### src/sv/llf_pkg.sv
// Shared types and constants of the least-laxity-first scheduler.
// Holds the item layouts, the task record kept in memory and the scan control structs.
// Depends on nothing; the interfaces, the scan engine, the scheduler and the checker import it.
package llf_pkg;

  localparam int unsigned MAX_TASKS_DEF = 8;
  localparam int unsigned COUNT_W       = 4;
  localparam int unsigned SLOT_W        = 3;
  localparam int unsigned IDENT_W       = 16;
  localparam int unsigned WORK_W        = 16;
  localparam int unsigned TIME_W        = 32;
  localparam int unsigned LAX_W         = TIME_W + 2;

  localparam logic [COUNT_W-1:0] TASK_COUNT_RST = COUNT_W'(1);

  localparam logic FUNC_LOAD = 1'b0;
  localparam logic FUNC_TICK = 1'b1;

  typedef struct packed {
    logic                func;
    logic [SLOT_W-1:0]   slot;
    logic [IDENT_W-1:0]  task_ident;
    logic [WORK_W-1:0]   task_period;
    logic [WORK_W-1:0]   task_burst;
  } in_item_t;

  typedef struct packed {
    logic                ran_valid;
    logic [SLOT_W-1:0]   ran_slot;
    logic [IDENT_W-1:0]  ran_ident;
    logic [WORK_W-1:0]   work_left;
    logic                job_released;
    logic [TIME_W-1:0]   next_arrival;
    logic                finished;
    logic [TIME_W-1:0]   tick_now;
  } out_item_t;

  typedef struct packed {
    logic [IDENT_W-1:0]  ident;
    logic [WORK_W-1:0]   period;
    logic [WORK_W-1:0]   burst;
    logic [TIME_W-1:0]   arrival;
    logic [TIME_W-1:0]   deadline;
    logic [WORK_W-1:0]   remaining;
  } task_rec_t;

  localparam int unsigned REC_W = $bits(task_rec_t);

  typedef struct packed {
    logic               start;
    logic               ref_mode;
    logic [TIME_W-1:0]  now;
  } scan_cmd_t;

  typedef struct packed {
    logic       done;
    task_rec_t  best_rec;
    task_rec_t  last_rec;
  } scan_res_t;

endpackage

### src/sv/llf_if.sv
// Valid/ready channel interfaces for the scheduler's input and result items.
// Depends on llf_pkg for the payload types.
interface llf_in_if;
  import llf_pkg::*;

  logic     valid;
  logic     ready;
  in_item_t payload;

  modport source (output valid, output payload, input ready);
  modport sink   (input valid, input payload, output ready);
endinterface

interface llf_out_if;
  import llf_pkg::*;

  logic      valid;
  logic      ready;
  out_item_t payload;

  modport source (output valid, output payload, input ready);
  modport sink   (input valid, input payload, output ready);
endinterface

### src/sv/llf_ram.sv
// Generic single-clock RAM with one write port and one registered read port.
// Depends on nothing.
module llf_ram #(
  parameter int unsigned WIDTH = 32,
  parameter int unsigned DEPTH = 8,
  localparam int unsigned AW = (DEPTH > 1) ? $clog2(DEPTH) : 1
) (
  input  logic             clk_i,
  input  logic             we_i,
  input  logic [AW-1:0]    waddr_i,
  input  logic [WIDTH-1:0] wdata_i,
  input  logic             re_i,
  input  logic [AW-1:0]    raddr_i,
  output logic [WIDTH-1:0] rdata_o
);

  logic [WIDTH-1:0] mem_q [DEPTH];
  logic [WIDTH-1:0] rdata_q;

  always_ff @(posedge clk_i) begin
    if (we_i) begin
      mem_q[waddr_i] <= wdata_i;
    end
    if (re_i) begin
      rdata_q <= mem_q[raddr_i];
    end
  end

  assign rdata_o = rdata_q;

endmodule

### src/sv/llf_scan.sv
// Laxity scan engine: walks the task memory one entry a cycle and keeps the best candidate.
// Reference mode finds the largest positive initial laxity; pick mode finds the least laxity.
// Depends on llf_pkg and on the read port of the task memory.
module llf_scan #(
  parameter int unsigned MAX_TASKS = llf_pkg::MAX_TASKS_DEF,
  localparam int unsigned AW    = (MAX_TASKS > 1) ? $clog2(MAX_TASKS) : 1,
  localparam int unsigned CNT_W = $clog2(MAX_TASKS + 1)
) (
  input  logic                clk_i,
  input  logic                rst_ni,
  input  llf_pkg::scan_cmd_t  cmd_i,
  input  logic [CNT_W-1:0]    count_i,
  input  logic [AW-1:0]       ref_idx_i,
  input  logic [AW-1:0]       last_idx_i,
  output logic                rd_en_o,
  output logic [AW-1:0]       rd_addr_o,
  input  llf_pkg::task_rec_t  rd_data_i,
  output llf_pkg::scan_res_t  res_o,
  output logic [AW-1:0]       best_idx_o
);
  import llf_pkg::*;

  localparam int unsigned POS_W = $clog2(MAX_TASKS + 3);

  typedef enum logic [1:0] {
    KIND_REF,
    KIND_SEED,
    KIND_SCAN,
    KIND_LAST
  } kind_e;

  logic                    busy_q, iss_q, mode_q, done_q;
  logic [POS_W-1:0]        pos_q, last_pos_q;
  logic [POS_W-1:0]        len;
  kind_e                   kind;
  logic [AW-1:0]           addr;

  logic                    s1_v_q;
  kind_e                   s1_kind_q;
  logic [AW-1:0]           s1_idx_q;

  logic                    s2_v_q;
  kind_e                   s2_kind_q;
  logic [AW-1:0]           s2_idx_q;
  logic signed [LAX_W-1:0] s2_lax_q;
  logic                    s2_arr_q;
  task_rec_t               s2_rec_q;

  logic signed [LAX_W-1:0] best_lax_q;
  logic [AW-1:0]           best_idx_q;
  task_rec_t               best_rec_q;
  task_rec_t               last_rec_q;

  logic [TIME_W-1:0]       diff_dl, diff_arr;
  logic [WORK_W-1:0]       work;
  logic signed [LAX_W-1:0] lax;

  assign len = cmd_i.ref_mode ? POS_W'(count_i) : POS_W'(count_i) + POS_W'(2);

  // The pick sequence is the reference entry, then every active slot, then the last run slot.
  always_comb begin
    if (mode_q) begin
      addr = AW'(pos_q);
      kind = KIND_REF;
    end else if (pos_q == '0) begin
      addr = ref_idx_i;
      kind = KIND_SEED;
    end else if (pos_q == last_pos_q) begin
      addr = last_idx_i;
      kind = KIND_LAST;
    end else begin
      addr = AW'(pos_q - POS_W'(1));
      kind = KIND_SCAN;
    end
  end

  always_comb begin
    diff_dl  = rd_data_i.deadline - cmd_i.now;
    diff_arr = cmd_i.now - rd_data_i.arrival;
    work     = (s1_kind_q == KIND_REF) ? rd_data_i.burst : rd_data_i.remaining;
    lax      = $signed({{2{diff_dl[TIME_W-1]}}, diff_dl})
             - $signed({{(LAX_W - WORK_W){1'b0}}, work});
  end

  always_ff @(posedge clk_i or negedge rst_ni) begin
    if (!rst_ni) begin
      busy_q     <= 1'b0;
      iss_q      <= 1'b0;
      mode_q     <= 1'b0;
      done_q     <= 1'b0;
      pos_q      <= '0;
      last_pos_q <= '0;
      s1_v_q     <= 1'b0;
      s2_v_q     <= 1'b0;
    end else begin
      done_q <= 1'b0;
      s1_v_q <= iss_q;
      s2_v_q <= s1_v_q;
      if (cmd_i.start) begin
        busy_q     <= 1'b1;
        iss_q      <= (len != '0);
        mode_q     <= cmd_i.ref_mode;
        pos_q      <= '0;
        last_pos_q <= len - POS_W'(1);
      end else if (iss_q) begin
        pos_q <= pos_q + POS_W'(1);
        if (pos_q == last_pos_q) begin
          iss_q <= 1'b0;
        end
      end else if (busy_q && !s1_v_q && !s2_v_q) begin
        busy_q <= 1'b0;
        done_q <= 1'b1;
      end
    end
  end

  always_ff @(posedge clk_i) begin
    s1_kind_q <= kind;
    s1_idx_q  <= addr;
    s2_kind_q <= s1_kind_q;
    s2_idx_q  <= s1_idx_q;
    s2_lax_q  <= lax;
    s2_arr_q  <= ~diff_arr[TIME_W-1];
    s2_rec_q  <= rd_data_i;
    if (cmd_i.start) begin
      best_lax_q <= '0;
      best_idx_q <= '0;
    end else if (s2_v_q) begin
      unique case (s2_kind_q)
        KIND_REF: begin
          if (s2_lax_q > best_lax_q) begin
            best_lax_q <= s2_lax_q;
            best_idx_q <= s2_idx_q;
          end
        end
        KIND_SEED: begin
          best_lax_q <= s2_lax_q;
          best_idx_q <= s2_idx_q;
          best_rec_q <= s2_rec_q;
        end
        KIND_SCAN: begin
          if (s2_arr_q && (s2_lax_q < best_lax_q)) begin
            best_lax_q <= s2_lax_q;
            best_idx_q <= s2_idx_q;
            best_rec_q <= s2_rec_q;
          end
        end
        KIND_LAST: begin
          last_rec_q <= s2_rec_q;
        end
      endcase
    end
  end

  assign rd_en_o        = iss_q;
  assign rd_addr_o      = addr;
  assign res_o.done     = done_q;
  assign res_o.best_rec = best_rec_q;
  assign res_o.last_rec = last_rec_q;
  assign best_idx_o     = best_idx_q;

endmodule

### src/sv/least_laxity_first_scheduler.sv
// Least-laxity-first scheduler for periodic tasks, counted in integer ticks.
// Input channel in_i: a load transfer writes one task slot (identifier, period, burst);
// a tick transfer runs one tick of the arrived task with the least laxity.
// Output channel out_o: exactly one result transfer per input transfer, in order.
// The configuration write port sets the number of active slots; write it only while idle.
// Task records live in one memory with a registered read port. A tick reads every active
// slot through the scan engine, one entry a cycle, then writes the chosen record back.
// A load returns its result without a scan; a tick reads all N active slots through the one
// memory read port, and the first tick adds a reference scan over the slots to fix the
// reference task. A tick after scheduling has finished returns its result without a scan.
// One item is processed at a time; in_i.ready is high while the block is idle, and a new item
// is taken while the previous result still waits in the output register.
// If the receiver stalls, a finished result waits until the output register is free.
// Reset clears time, the reference and last slots, the started and stopped flags, and sets
// the slot count to one; the task memory holds no defined contents until loaded.
module least_laxity_first_scheduler #(
  parameter int unsigned MAX_TASKS = llf_pkg::MAX_TASKS_DEF
) (
  input  logic                          clk_i,
  input  logic                          rst_ni,
  llf_in_if.sink                        in_i,
  llf_out_if.source                     out_o,
  input  logic                          cfg_we_i,
  input  logic [llf_pkg::COUNT_W-1:0]   cfg_wdata_i
);
  import llf_pkg::*;

  localparam int unsigned AW    = (MAX_TASKS > 1) ? $clog2(MAX_TASKS) : 1;
  localparam int unsigned CNT_W = $clog2(MAX_TASKS + 1);

  typedef enum logic [2:0] {
    S_IDLE,
    S_REF,
    S_PICK,
    S_UPDATE,
    S_OUT
  } state_e;

  state_e             state_q;
  logic [COUNT_W-1:0] task_count_q;
  logic [TIME_W-1:0]  tick_q;
  logic [AW-1:0]      last_q, ref_q, sel_idx_q;
  logic               started_q, stopped_q, start_q, ref_mode_q, out_valid_q;
  out_item_t          res_q, out_q;
  task_rec_t          sel_rec_q;

  logic [CNT_W-1:0]   n_act;
  logic               in_xfer, slot_ok;
  task_rec_t          load_rec, upd_rec;
  out_item_t          idle_res, upd_res;

  scan_cmd_t          scan_cmd;
  scan_res_t          scan_res;
  logic [AW-1:0]      best_idx;
  logic               rd_en, ram_we;
  logic [AW-1:0]      rd_addr, ram_waddr;
  task_rec_t          rd_data, ram_wdata;

  logic [TIME_W-1:0]  since_last, key_last, key_best;
  logic               keep_last;
  logic [WORK_W-1:0]  rem_dec;
  logic               job_done, stop_now;

  assign n_act   = (32'(task_count_q) > MAX_TASKS) ? CNT_W'(MAX_TASKS) : CNT_W'(task_count_q);
  assign in_xfer = in_i.valid && in_i.ready;
  assign slot_ok = 32'(in_i.payload.slot) < MAX_TASKS;

  always_comb begin
    load_rec.ident     = in_i.payload.task_ident;
    load_rec.period    = in_i.payload.task_period;
    load_rec.burst     = in_i.payload.task_burst;
    load_rec.arrival   = '0;
    load_rec.deadline  = TIME_W'(in_i.payload.task_period);
    load_rec.remaining = in_i.payload.task_burst;

    idle_res           = '0;
    idle_res.finished  = stopped_q;
    idle_res.tick_now  = tick_q;
  end

  // The last run task keeps the processor when it has waited and ties on deadline minus work.
  always_comb begin
    since_last = tick_q - scan_res.last_rec.arrival;
    key_last   = scan_res.last_rec.deadline - TIME_W'(scan_res.last_rec.remaining);
    key_best   = scan_res.best_rec.deadline - TIME_W'(scan_res.best_rec.remaining);
    keep_last  = (best_idx != last_q) && !since_last[TIME_W-1] && (since_last != '0)
               && (key_last == key_best);
  end

  always_comb begin
    rem_dec  = (sel_rec_q.remaining != '0) ? sel_rec_q.remaining - WORK_W'(1) : '0;
    job_done = (rem_dec == '0);
    stop_now = job_done && (sel_idx_q == ref_q);

    upd_rec           = sel_rec_q;
    upd_rec.remaining = rem_dec;
    if (job_done && !stop_now) begin
      upd_rec.arrival   = sel_rec_q.arrival + TIME_W'(sel_rec_q.period);
      upd_rec.deadline  = sel_rec_q.deadline + TIME_W'(sel_rec_q.period);
      upd_rec.remaining = sel_rec_q.burst;
    end

    upd_res              = '0;
    upd_res.ran_valid    = 1'b1;
    upd_res.ran_slot     = SLOT_W'(sel_idx_q);
    upd_res.ran_ident    = sel_rec_q.ident;
    upd_res.work_left    = rem_dec;
    upd_res.job_released = job_done && !stop_now;
    upd_res.next_arrival = (job_done && !stop_now) ? upd_rec.arrival : '0;
    upd_res.finished     = stop_now;
    upd_res.tick_now     = tick_q;
  end

  always_comb begin
    ram_we    = 1'b0;
    ram_waddr = AW'(in_i.payload.slot);
    ram_wdata = load_rec;
    if (state_q == S_UPDATE) begin
      ram_we    = 1'b1;
      ram_waddr = sel_idx_q;
      ram_wdata = upd_rec;
    end else if ((state_q == S_IDLE) && in_xfer && (in_i.payload.func == FUNC_LOAD) && slot_ok) begin
      ram_we = 1'b1;
    end
  end

  assign scan_cmd.start    = start_q;
  assign scan_cmd.ref_mode = ref_mode_q;
  assign scan_cmd.now      = tick_q;

  llf_ram #(
    .WIDTH (REC_W),
    .DEPTH (MAX_TASKS)
  ) u_task_ram (
    .clk_i   (clk_i),
    .we_i    (ram_we),
    .waddr_i (ram_waddr),
    .wdata_i (ram_wdata),
    .re_i    (rd_en),
    .raddr_i (rd_addr),
    .rdata_o (rd_data)
  );

  llf_scan #(
    .MAX_TASKS (MAX_TASKS)
  ) u_llf_scan (
    .clk_i      (clk_i),
    .rst_ni     (rst_ni),
    .cmd_i      (scan_cmd),
    .count_i    (n_act),
    .ref_idx_i  (ref_q),
    .last_idx_i (last_q),
    .rd_en_o    (rd_en),
    .rd_addr_o  (rd_addr),
    .rd_data_i  (rd_data),
    .res_o      (scan_res),
    .best_idx_o (best_idx)
  );

  always_ff @(posedge clk_i or negedge rst_ni) begin
    if (!rst_ni) begin
      state_q      <= S_IDLE;
      task_count_q <= TASK_COUNT_RST;
      tick_q       <= '0;
      last_q       <= '0;
      ref_q        <= '0;
      sel_idx_q    <= '0;
      started_q    <= 1'b0;
      stopped_q    <= 1'b0;
      start_q      <= 1'b0;
      ref_mode_q   <= 1'b0;
      out_valid_q  <= 1'b0;
      res_q        <= '0;
      out_q        <= '0;
      sel_rec_q    <= '0;
    end else begin
      start_q <= 1'b0;
      if (cfg_we_i) begin
        task_count_q <= cfg_wdata_i;
      end
      if (out_o.ready) begin
        out_valid_q <= 1'b0;
      end
      unique case (state_q)
        S_IDLE: begin
          if (in_xfer) begin
            if (in_i.payload.func == FUNC_LOAD) begin
              res_q   <= idle_res;
              state_q <= S_OUT;
            end else if (stopped_q) begin
              res_q   <= idle_res;
              state_q <= S_OUT;
            end else begin
              start_q    <= 1'b1;
              ref_mode_q <= !started_q;
              state_q    <= started_q ? S_PICK : S_REF;
            end
          end
        end
        S_REF: begin
          if (scan_res.done) begin
            ref_q      <= best_idx;
            last_q     <= best_idx;
            started_q  <= 1'b1;
            start_q    <= 1'b1;
            ref_mode_q <= 1'b0;
            state_q    <= S_PICK;
          end
        end
        S_PICK: begin
          if (scan_res.done) begin
            sel_rec_q <= keep_last ? scan_res.last_rec : scan_res.best_rec;
            sel_idx_q <= keep_last ? last_q : best_idx;
            state_q   <= S_UPDATE;
          end
        end
        S_UPDATE: begin
          res_q   <= upd_res;
          tick_q  <= tick_q + TIME_W'(1);
          last_q  <= sel_idx_q;
          if (stop_now) begin
            stopped_q <= 1'b1;
          end
          state_q <= S_OUT;
        end
        S_OUT: begin
          if (!out_valid_q || out_o.ready) begin
            out_valid_q <= 1'b1;
            out_q       <= res_q;
            state_q     <= S_IDLE;
          end
        end
      endcase
    end
  end

  assign in_i.ready    = (state_q == S_IDLE);
  assign out_o.valid   = out_valid_q;
  assign out_o.payload = out_q;

endmodule

### src/flat_wrapper.sv
// flat-port wrapper written by rule: the top's interface ports become plain ports
module least_laxity_first_scheduler_flat import llf_pkg::*;
#(
  parameter int unsigned MAX_TASKS = llf_pkg::MAX_TASKS_DEF
)
  (clk_i, rst_ni, cfg_we_i, cfg_wdata_i, in_i_valid, in_i_payload, in_i_ready, out_o_valid, out_o_payload, out_o_ready);
  llf_in_if in_i_i ();
  llf_out_if out_o_i ();
  input  logic clk_i;
  input  logic rst_ni;
  input  logic cfg_we_i;
  input  logic [llf_pkg::COUNT_W-1:0] cfg_wdata_i;
  input wire logic [$bits(in_i_i.valid)-1:0] in_i_valid;
  input wire logic [$bits(in_i_i.payload)-1:0] in_i_payload;
  output wire logic [$bits(in_i_i.ready)-1:0] in_i_ready;
  output wire logic [$bits(out_o_i.valid)-1:0] out_o_valid;
  output wire logic [$bits(out_o_i.payload)-1:0] out_o_payload;
  input wire logic [$bits(out_o_i.ready)-1:0] out_o_ready;
  assign in_i_i.valid = in_i_valid;
  assign in_i_i.payload = in_i_payload;
  assign in_i_ready = in_i_i.ready;
  assign out_o_valid = out_o_i.valid;
  assign out_o_payload = out_o_i.payload;
  assign out_o_i.ready = out_o_ready;
  least_laxity_first_scheduler #(.MAX_TASKS(MAX_TASKS)) u_core (.clk_i(clk_i), .rst_ni(rst_ni), .in_i(in_i_i), .out_o(out_o_i), .cfg_we_i(cfg_we_i), .cfg_wdata_i(cfg_wdata_i));
endmodule
### config.mk
export PLATFORM = sky130hd
export DESIGN_NAME = least_laxity_first_scheduler_flat
export DESIGN_NICKNAME = d
export VERILOG_FILES = /design/src/sv/llf_pkg.sv /design/src/sv/llf_if.sv /design/src/sv/llf_ram.sv /design/src/sv/llf_scan.sv /design/src/sv/least_laxity_first_scheduler.sv /design/src/flat_wrapper.sv
export SDC_FILE = /design/constraint.sdc
export NUM_CORES = 2
export LEC_CHECK = 0
export BUFFER_PORTS_ARGS = -buffer_cell sky130_fd_sc_hd__buf_2
export CAP_MARGIN = 20
export CELL_PAD_IN_SITES_DETAIL_PLACEMENT = 1
export CELL_PAD_IN_SITES_GLOBAL_PLACEMENT = 1
export CORE_MARGIN = 3
export CORE_UTILIZATION = 52
export CTS_CLUSTER_SIZE = 30
export DETAILED_ROUTE_END_ITERATION = 8
export GPL_ROUTABILITY_DRIVEN = 0
export GPL_TIMING_DRIVEN = 1
export PLACE_DENSITY = 0.83
export SLEW_MARGIN = 20
export SYNTH_ARGS = -nofsm -noshare
export SYNTH_HDL_FRONTEND = slang
export SYNTH_SLANG_ARGS = --single-unit
### constraint.sdc
create_clock -name clk_i -period 11.1 [get_ports clk_i]
set_input_delay 1.11 -clock clk_i [delete_from_list [all_inputs] [get_ports clk_i]]
set_output_delay 1.11 -clock clk_i [all_outputs]
set_load 0.01 [all_outputs]
==> results_dict.tcl <==
set metrics [dict create \
    initial_core_util_pct 52.4 \
    end_kind "flop" \
    path_max_fanout 64 \
    cts_resized 0 \
    die-area_mm2 0.171 \
    ctsHoldBuffers 0 \
    status "complete, no violations" \
    rsz0062_at_grt "no" \
    hold_violations 0 \
    cts_made_buffers 203 \
    synth_cell_types 100 \
    synth_cells 6611 \
    power.total_mw 15.4 \
    syn_to_final_growth_pct 11.3 \
    finalSetupTns_ns 0 \
    synth_area_leader_cell "edfxtp_1" \
    drive_gt1_share_pct 14.2 \
    finalCritPeriodShare_pct 63.8 \
    grt.total_usage_pct 31.2 \
    ir_drop_uv 170 \
    antenna_left 0 \
    crit_arrival_ns 7.81 \
    synth_edf_count 1408 \
    die_h_um 414 \
    setup_viol 0 \
    drtIter0Drc 6154 \
    first_pass_iters 6 \
    path_clk_slew_ns 0.07 \
    ioPinCount 165 \
    cellLeakagePower_nw 34.8 \
    syn_nets 6896 \
    regArea_mm2 0.0564 \
    die_x_um 414 \
    yosys_register_bits 2015 \
    wl_per_cell_um 29.7 \
    grt_start_max_net_pins 221 \
    whs_ns 0.321 \
    fillers 16100 \
    ys_seq_area_share_pct 65.2 \
    cts_setup_buffers 0 \
    drt-total-wl_um 269000 \
    clkSinkCount 2015 \
    cp-start-kind "flop" \
    tightestPinTransition_ns 1.21 \
    grt_pass1_wl_um 399000 \
    yosysTopAreaCellShare_pct 48.9 \
    htreeDepth 4 \
    core_region_area_mm2 0.165 \
    vias 58300 \
    timing.fmax_ghz 0.141 \
    yosys-top-cells-count "edfxtp_1, nand2_1, nor2_1" \
    placed_cell_area_mm2 0.0895 \
    ys_warn_count 0 \
    design_area_mm2 0.0963 \
    cts_max_path_buffers 3 \
    synthTopCellsByArea "edfxtp_1, dfrtp_1, mux2_2" \
    maxCapViolCount 0 \
    clk_latency_ns 0.87 \
    drv_slew 0 \
    cts_tree "done" \
    synth-async-reset-ratio_pct 19.8 \
    vias_per_cell 6.43 \
    netlist_area_mm2 0.0865 \
    rows 149 \
    worstHoldPathType "input pin to async pin" \
    cp_data_required_time_ns 11.83 \
    criticalPathCategory "flop to flop" \
    min_period_ns 7.08 \
    reg2regPathDepth 14 \
    route.detailed.drc 0 \
    postSynthAreaPerCell_um2 13.1 \
    yosysMostFrequentCell "edfxtp_1" \
    overflow 0 \
    powerDensity_mw_per_mm2 159 \
    fin_nets 6982 \
    grt_pass1_vias 61700 \
    port_buffers 164 \
    multiInputGateArea_mm2 0.0280 \
    synth_ff_type "edfxtp_1" \
    max-slew-margin-rel_pct 19.3 \
    dp_hpwl_um 166000 \
    antenna_found_initial 13 \
    root_buffer "clkbuf_16" \
    fin_skew_ns 0.0516 \
]
[per-layer routing]
metal  routed length [um]  part of all wire (%)  vias up  track usage (%)
met4                16500                   6.1        2             17.2
li1                     -                     -    24700                -
met2               128000                    48     2857             50.6
met1               103000                    38    30000             39.8
met3                21200                   7.9      782             5.57
met5                   15                0.0056        -                0
[through the flow]
stage / utilization (%) / instances / worst slack [ns]
after global routing: 58.3 / 9065 / 3.96
final: 58.3 / 9069 / 4.02
after detailed placement: 54.2 / 8681 / 4.53
after global placement: 54.2 / 8681 / 4.52
after floorplan: - / 6611 / 2.08
after CTS: 58.3 / 9065 / 4.34
[critical path, cell delays in order, from the launching register on]
cell and delay [ns]:
edfxtp_1 0.40, ha_1 0.29, fa_1 0.53, xor2_1 0.24
a2111oi_1 0.89, nand4_1 0.23, nor4_1 0.38, nand4_1 0.18
nor4_1 0.47, nand4_1 0.28, nor3_4 0.67, buf_4 0.74
buf_4 0.91, nand4_1 0.26, a31oi_1 0.35
[where the power goes]
group | switching [mW] | total (mW) | internal [mW]
clock | 3.02 | 7.02 | 4.00
sequential | 0.0193 | 8.08 | 8.06
combinational | 0.197 | 0.257 | 0.0604
total | 3.24 | 15.4 | 12.1
[cell usage in the layout (no fill, tap or decap), types with 26 or more instances in the layout]
cell type / synthesis / layout
a21o_1: 74 / 74
a21oi_1: 278 / 275
a22o_1: 27 / 27
a31oi_1: 156 / 156
and3_1: 35 / 35
buf_2: 20 / 163
buf_4: 2 / 55
clkbuf_1: 259 / 68
clkbuf_16: 0 / 206
clkbuf_8: 0 / 30
clkinv_2: 0 / 28
dfrtp_1: 398 / 396
dfxtp_1: 208 / 208
edfxtp_1: 1408 / 1408
ha_1: 217 / 217
inv_1: 219 / 219
mux2_2: 370 / 370
mux2i_1: 329 / 328
nand2_1: 551 / 550
nand2b_1: 26 / 26
nand3_1: 62 / 60
nand4_1: 169 / 169
nor2_1: 475 / 466
nor2b_1: 39 / 39
nor3_1: 58 / 56
o211ai_1: 143 / 143
o21ai_0: 338 / 331
o21ai_1: 92 / 99
xnor2_1: 168 / 168
xor2_1: 86 / 86
[logic make-up (layout without fill, tap and decap cells)]
logic type / count (synthesis) / count (layout) / synth area share [%]
other cells: 0 / 4 / 0
mux: 700 / 700 / 8.63
simple gates: 1549 / 1549 / 8.25
flops: 2015 / 2015 / 65.2
buf+inv: 569 / 834 / 2.66
compound gates: 1293 / 1293 / 9.20
xor+xnor: 261 / 261 / 2.75
fa+ha+maj: 224 / 224 / 3.30
[final cells by class]
type	count	share of cell area, %
inverter	219	0.854
tap	2189	2.84
sequential	2015	58.6
timing repair buffer	231	1.52
multi-input combinational	4027	29.1
antenna	4	0.0104
clock buffer	304	6.05
clock inverter	80	1.03
[worst paths after layout]
check,from,endpoint,slack [ns]
min reg2reg,u_core.u_llf_scan.s1_idx_q[1],u_core.u_llf_scan.s2_idx_q[1],0.33
min in group clk_i,u_core.u_llf_scan.s1_idx_q[1],u_core.u_llf_scan.s2_idx_q[1],0.33
max,u_core.u_llf_scan.res_o[128],u_core.sel_rec_q[124],4.02
min,rst_ni,u_core.out_o.payload[52],0.32
max in group asynchronous,rst_ni,u_core.res_q[73],8.50
max reg2reg,u_core.u_llf_scan.res_o[128],u_core.sel_rec_q[124],4.02
[registers in the layout (all words and copies together), names as in the netlist, 32 cells and up]
name,count
u_core.u_task_ram.mem_q,1024
u_core.tick_q,32
u_core.sel_rec_q,128
u_core.u_task_ram.rdata_o,128
u_core.out_o.payload,102
u_core.u_llf_scan.best_lax_q,33
u_core.u_llf_scan.res_o,256
u_core.u_llf_scan.s2_rec_q,128
u_core.u_llf_scan.s2_lax_q,33
u_core.res_q,102
Power figures use the tool's default switching activity.
